$ cat src/rtl/core/wimu_pkg.sv
// Package for the wide integer multiplier: sizes, index types, FSM states
// and the command struct passed from the controller to the datapath.
// No dependencies.
package wimu_pkg;

    // Operand and product geometry.
    localparam int OPERAND_BYTES = 128;
    localparam int WORD_W        = 64;
    localparam int HALF_W        = WORD_W / 2;
    localparam int OPERAND_WORDS = OPERAND_BYTES / 8;
    localparam int PRODUCT_WORDS = 2 * OPERAND_WORDS;
    localparam int OP_IDX_W      = $clog2(OPERAND_WORDS);
    localparam int PR_IDX_W      = $clog2(PRODUCT_WORDS);

    typedef logic [WORD_W-1:0]   t_word;
    typedef logic [HALF_W-1:0]   t_half;
    typedef logic [OP_IDX_W-1:0] t_op_idx;
    typedef logic [PR_IDX_W-1:0] t_pr_idx;

    // Which 32-bit halves of the operand words go into the multiplier.
    typedef enum logic [1:0] {
        PH_LL = 2'd0,
        PH_LH = 2'd1,
        PH_HL = 2'd2,
        PH_HH = 2'd3
    } t_mul_phase;

    // Controller states.
    typedef enum logic [3:0] {
        S_IDLE,
        S_RD,
        S_M0,
        S_M1,
        S_M2,
        S_M3,
        S_WB,
        S_CARRY,
        S_ORD,
        S_OWAIT
    } t_ctl_state;

    // Commands from the controller to the datapath.
    typedef struct packed {
        logic       store_wr;
        t_op_idx    store_wr_addr;
        logic       store_rd;
        t_op_idx    a_rd_addr;
        t_op_idx    b_rd_addr;
        logic       acc_rd;
        t_pr_idx    acc_rd_addr;
        logic       mul_en;
        t_mul_phase mul_phase;
        logic       sum_init;
        logic       use_acc;
        logic       use_carry;
        logic       sum_add;
        logic       acc_wr;
        logic       acc_wr_carry;
        t_pr_idx    acc_wr_addr;
        logic       carry_ld;
    } t_dp_cmd;

endpackage

$ cat src/rtl/core/wimu_ctrl.sv
// Controller of the wide multiplier: operand loading, the row/column loop of
// the schoolbook multiplication and the product readout sequence.
// Depends on wimu_pkg.
module wimu_ctrl (
    input  logic              i_clk,
    input  logic              i_rst_n,
    input  logic              i_in_valid,
    input  logic              i_in_last,
    output logic              o_in_ready,
    output logic              o_out_valid,
    output logic              o_out_last,
    input  logic              i_out_ready,
    output wimu_pkg::t_dp_cmd o_cmd
);
    import wimu_pkg::*;

    t_ctl_state r_state,    n_state;
    t_op_idx    r_load_pos, n_load_pos;
    t_op_idx    r_i,        n_i;
    t_op_idx    r_j,        n_j;
    t_pr_idx    r_out_idx,  n_out_idx;
    logic       r_pending,  n_pending;

    logic       in_xfer;
    logic       start_req;
    t_pr_idx    acc_idx;

    // State and counter registers.
    always_ff @(posedge i_clk) begin
        if (!i_rst_n) begin
            r_state    <= S_IDLE;
            r_load_pos <= '0;
            r_i        <= '0;
            r_j        <= '0;
            r_out_idx  <= '0;
            r_pending  <= 1'b0;
        end else begin
            r_state    <= n_state;
            r_load_pos <= n_load_pos;
            r_i        <= n_i;
            r_j        <= n_j;
            r_out_idx  <= n_out_idx;
            r_pending  <= n_pending;
        end
    end

    // Input is taken while idle or while the product is read out, unless a start waits.
    assign o_in_ready  = (r_state == S_IDLE || r_state == S_ORD || r_state == S_OWAIT)
                         && !r_pending;
    assign in_xfer     = i_in_valid && o_in_ready;
    assign start_req   = r_pending || (in_xfer && i_in_last);
    assign o_out_valid = (r_state == S_OWAIT);
    assign o_out_last  = (r_out_idx == '0);
    assign acc_idx     = t_pr_idx'(r_i) + t_pr_idx'(r_j);

    // Next state and datapath commands.
    always_comb begin
        n_state    = r_state;
        n_load_pos = r_load_pos;
        n_i        = r_i;
        n_j        = r_j;
        n_out_idx  = r_out_idx;
        n_pending  = r_pending;
        o_cmd      = '0;

        // Each input transfer writes the next store slot.
        o_cmd.store_wr      = in_xfer;
        o_cmd.store_wr_addr = r_load_pos;
        if (in_xfer) begin
            if (i_in_last) begin
                n_load_pos = '0;
                if (r_state != S_IDLE) begin
                    n_pending = 1'b1;
                end
            end else if (r_load_pos == t_op_idx'(OPERAND_WORDS - 1)) begin
                n_load_pos = '0;
            end else begin
                n_load_pos = r_load_pos + t_op_idx'(1);
            end
        end

        o_cmd.a_rd_addr   = t_op_idx'(OPERAND_WORDS - 1) - r_j;
        o_cmd.b_rd_addr   = t_op_idx'(OPERAND_WORDS - 1) - r_i;
        o_cmd.acc_rd_addr = acc_idx;
        o_cmd.acc_wr_addr = acc_idx;

        unique case (r_state)
            S_IDLE: begin
                if (in_xfer && i_in_last) begin
                    n_state = S_RD;
                end
            end
            S_RD: begin
                // Fetch operand words and the accumulator word for this step.
                o_cmd.store_rd = 1'b1;
                o_cmd.acc_rd   = 1'b1;
                n_state        = S_M0;
            end
            S_M0: begin
                o_cmd.mul_en    = 1'b1;
                o_cmd.mul_phase = PH_LL;
                o_cmd.sum_init  = 1'b1;
                o_cmd.use_acc   = (r_i != '0);
                o_cmd.use_carry = (r_j != '0);
                n_state         = S_M1;
            end
            S_M1: begin
                o_cmd.mul_en    = 1'b1;
                o_cmd.mul_phase = PH_LH;
                o_cmd.sum_add   = 1'b1;
                n_state         = S_M2;
            end
            S_M2: begin
                o_cmd.mul_en    = 1'b1;
                o_cmd.mul_phase = PH_HL;
                o_cmd.sum_add   = 1'b1;
                n_state         = S_M3;
            end
            S_M3: begin
                o_cmd.mul_en    = 1'b1;
                o_cmd.mul_phase = PH_HH;
                o_cmd.sum_add   = 1'b1;
                n_state         = S_WB;
            end
            S_WB: begin
                // Store the low word and keep the high word as the running carry.
                o_cmd.acc_wr   = 1'b1;
                o_cmd.carry_ld = 1'b1;
                if (r_j == t_op_idx'(OPERAND_WORDS - 1)) begin
                    n_state = S_CARRY;
                end else begin
                    n_j     = r_j + t_op_idx'(1);
                    n_state = S_RD;
                end
            end
            S_CARRY: begin
                // The row carry becomes the word just above the row.
                o_cmd.acc_wr       = 1'b1;
                o_cmd.acc_wr_carry = 1'b1;
                o_cmd.acc_wr_addr  = t_pr_idx'(r_i) + t_pr_idx'(OPERAND_WORDS);
                n_j                = '0;
                if (r_i == t_op_idx'(OPERAND_WORDS - 1)) begin
                    n_i       = '0;
                    n_out_idx = t_pr_idx'(PRODUCT_WORDS - 1);
                    n_state   = S_ORD;
                end else begin
                    n_i     = r_i + t_op_idx'(1);
                    n_state = S_RD;
                end
            end
            S_ORD: begin
                o_cmd.acc_rd      = 1'b1;
                o_cmd.acc_rd_addr = r_out_idx;
                n_state           = S_OWAIT;
            end
            S_OWAIT: begin
                // The read register holds the product word until it is taken.
                if (i_out_ready) begin
                    if (r_out_idx == '0) begin
                        if (start_req) begin
                            n_pending = 1'b0;
                            n_state   = S_RD;
                        end else begin
                            n_state = S_IDLE;
                        end
                    end else begin
                        n_out_idx = r_out_idx - t_pr_idx'(1);
                        n_state   = S_ORD;
                    end
                end
            end
            default: begin
                n_state = S_IDLE;
            end
        endcase
    end

endmodule

$ cat config.mk
export PLATFORM = sky130hd
export DESIGN_NAME = wimu_ctrl
export DESIGN_NICKNAME = d
export VERILOG_FILES = /design/src/rtl/core/wimu_pkg.sv /design/src/rtl/core/wimu_ctrl.sv
export SDC_FILE = /design/constraint.sdc
export NUM_CORES = 1
export LEC_CHECK = 0
export BUFFER_PORTS_ARGS = -buffer_cell sky130_fd_sc_hd__buf_2
export CAP_MARGIN = 20
export CORE_UTILIZATION = 54
export CTS_BUF_LIST = sky130_fd_sc_hd__clkbuf_2 sky130_fd_sc_hd__clkbuf_4 sky130_fd_sc_hd__clkbuf_8
export CTS_CLUSTER_SIZE = 8
export DETAILED_ROUTE_END_ITERATION = 12
export HOLD_SLACK_MARGIN = 0.06
export PLACE_DENSITY = 0.82
export SETUP_SLACK_MARGIN = 0.1
export SYNTH_ARGS = -nofsm -noshare
export SYNTH_HDL_FRONTEND = slang
export SYNTH_SLANG_ARGS = --single-unit
$ cat constraint.sdc
create_clock -name i_clk -period 2.55 [get_ports i_clk]
set_clock_uncertainty 0.2 [all_clocks]
set_input_delay 0.51 -clock i_clk [delete_from_list [all_inputs] [get_ports i_clk]]
set_output_delay 0.51 -clock i_clk [all_outputs]
set_load 0.005 [all_outputs]
==> impl_metrics.ini <==
[logic_synthesis]
syn_area_per_cell_um2 = 7.55
syn-num-nets = 226
synth_top_area_share_pct = 27.8
seq_area_frac_synth_pct = 27.8
synth.most_common_cell = dfxtp_1
synth_enable_flop_cells = 0
ys_types = 47
ys_ff_latch = 22
yosysWarnings = 0
yosys.area.top_type = dfxtp_1
netlist_top_cells_count = dfxtp_1 (22), a21oi_1 (20), nand2_1 (20), nor2_1 (18), inv_1 (15)
syn_area_mm2 = 0.00159
synthCells = 210
yosys_most_used_dff = dfxtp_1
synthArstFlopShare_pct = 0
ys_top_cells_by_area = dfxtp_1 (28%), ha_1 (7.9%), a21oi_1 (6.3%)

[clocking]
clk_pin_slew_worst_paths_ns = 0.12
cts_tree = done
clkLatencyLatePin_ns = 0.31
cts_buffers = 3
clock_path_buffers = 2
cts.sink_count = 22
cts_root_buf = clkbuf_4
ctsHoldBuffers = 0
cts.htree.levels = 1

[pwr]
p_sw_share_pct = 30.2
p_int_w = 0.000487
p_sw_w = 0.000211
total_power_w = 0.000698
pwr-share-clk_pct = 22.8
ir_worst_vdd_v = 0.000340
p_per_area_mw_per_mm2 = 361
power_frac_comb_pct = 22.8
p_leak_nw = 0.810
p_seq_share_pct = 54.3

[global_routing]
antenna_found_initial = 0
grt_max_degree = 19
grt_overflow = 0
grt_pass1_wl_um = 6390
grt_usage_pct = 25.3
grt_pass1_vias = 1488

[sta]
setup-tns-final_ns = 0
fmax_mhz = 411
worstMarginPinSlew_ns = 0.445
period_share_pct = 95.5
slew-limit-headroom_pct = 70.3
hold_violations = 0
maxSlewViolCount = 0
rsz0062_at_grt = yes
finalCriticalPeriod_ns = 2.43
finalSetupViolCount = 0

[critical_path]
critical_path.slowest_cell = dfxtp_2
required_ns = 1.84
setup.worst_path.start_class = register
crit_chain = ha_4 -> inv_2 -> fa_2 -> xor2_1 -> o21ai_1 -> buf_2
end_kind = output port
worstSetupPathType = register to output port
cp_max_fo = 2
max_stage_delay_ns = 0.38
arrival_ns = 1.72

[placed_design]
io_buffers = 42
place_hpwl_um = 2850
gp_congestion = 0.885

[drt]
avgRoutedWirePerCell_um = 15.3
antenna_left = 0
drtIter0Drc = 49
firstDrtPassIters = 4
finalWirelength_um = 4290
routed_via_density = 6.02
vias = 1693
drc = 0

[finish]
seqCellArea_um2 = 463
fin_nets = 268
drive_gt1_share_pct = 33.2
area_growth_pct = 21.9
diodes = 0
multiInputGateArea_mm2 = 0.00107
nFillCells = 250

[floorplanning]
die-area_mm2 = 0.00316
pin_count = 43
die_h_um = 56.2
rows = 19
core_region_area_mm2 = 0.00276
fp.dieW_um = 56.2
initial_core_util_pct = 57.5

[outcome]
status = completed

[run]
maxCapViolCount = 0

[worst_hold_path]
hold_path_class = input port to register
path summary, 6_finish.rpt:
check,startpoint,to,slack (ns),cells past startpoint
min,i_out_ready,r_pending,0.28,2
max reg2reg,r_out_idx[0],r_state[3],0.45,7
max,r_j[0],o_cmd[3],0.12,6
min reg2reg,r_load_pos[1],r_load_pos[1],0.30,2
cell type report:
| class | count | share of cell area (%) |
|---|---|---|
| clock buffer | 3 | 1.17 |
| inverter | 20 | 4.14 |
| multi-input combinational | 157 | 55.5 |
| sequential | 22 | 23.9 |
| tap | 31 | 2.01 |
| timing repair buffer | 48 | 13.2 |
kinds of logic (layout without fill, tap and decap cells):
logic type	after synthesis	after routing	synth area share (%)
AND/OR/NAND/NOR	80	80	27.1
AO/OA/AOI/OAI	59	59	23.5
buffers and inverters	31	71	8.52
flip-flops	22	22	27.8
adder cells (fa/ha/maj)	11	11	9.16
XOR/XNOR	6	6	3.31
multiplexers	1	1	0.631
what timing repair did:
action,in CTS,in global routing
cloned,0,0
pin swaps,1,8
buffers inserted,2,2
gates resized for setup,11,17
setup endpoints to repair,9,10
layer usage:
metal	share of wire [%]	vias up	global-route usage, %
met5	0	-	0
met4	2.2	0	9.41
met3	4.5	11	2.33
met2	48	67	42.3
met1	45	787	33.8
li1	-	828	-
cell usage in the layout, fill, tap and decap left out, types with 5 or more instances in the layout:
| cell type | netlist | layout |
|---|---|---|
| nand3_1 | 8 | 8 |
| dfxtp_2 | 0 | 6 |
| inv_1 | 15 | 13 |
| nand2_1 | 20 | 20 |
| inv_2 | 3 | 5 |
| nor2_1 | 18 | 18 |
| ha_1 | 10 | 6 |
| o21ai_0 | 6 | 5 |
| buf_2 | 2 | 42 |
| dfxtp_1 | 22 | 12 |
| a21oi_1 | 20 | 18 |
| o21ai_1 | 7 | 8 |
| buf_4 | 1 | 6 |
power by group through the flow:
stage | clock network [W] | registers [W] | logic [W]
4_1_cts | 0.000163 | 0.000379 | 0.000148
5_1_grt | 0.000177 | 0.000382 | 0.000175
2_1_floorplan | 0 | 0.000373 | 0.000114
3_3_place_gp | 0 | 0.000387 | 0.000144
6_report | 0.000159 | 0.000379 | 0.000160
3_5_place_dp | 0 | 0.000387 | 0.000147
per-stage QoR:
stage,hold WS [ns],worst slack [ns],util (%),cell area [um^2],std cells
floorplan,0.271,0.425,-,1590,210
global placement,0.289,0.278,65.1,1790,274
detailed placement,0.287,0.256,65.1,1790,274
CTS,0.268,0.101,67.1,1850,279
global route,0.280,0.0644,70.1,1930,281
finish,0.278,0.116,70.1,1930,281
worst max-delay path, delay by kind of cell, from the launching register on:
| kind | cells | cell delay (ns) |
|---|---|---|
| xor+xnor | 1 | 0.17 |
| flops | 1 | 0.38 |
| fa+ha+maj | 2 | 0.51 |
| compound gates | 1 | 0.18 |
| buf+inv | 2 | 0.18 |
flip-flops by register name, indices dropped and copies added (netlist names):
name / cells
r_i: 4
r_j: 4
r_load_pos: 4
r_out_idx: 5
r_pending: 1
r_state: 4
Note: power is estimated with default switching activity, not from simulation.
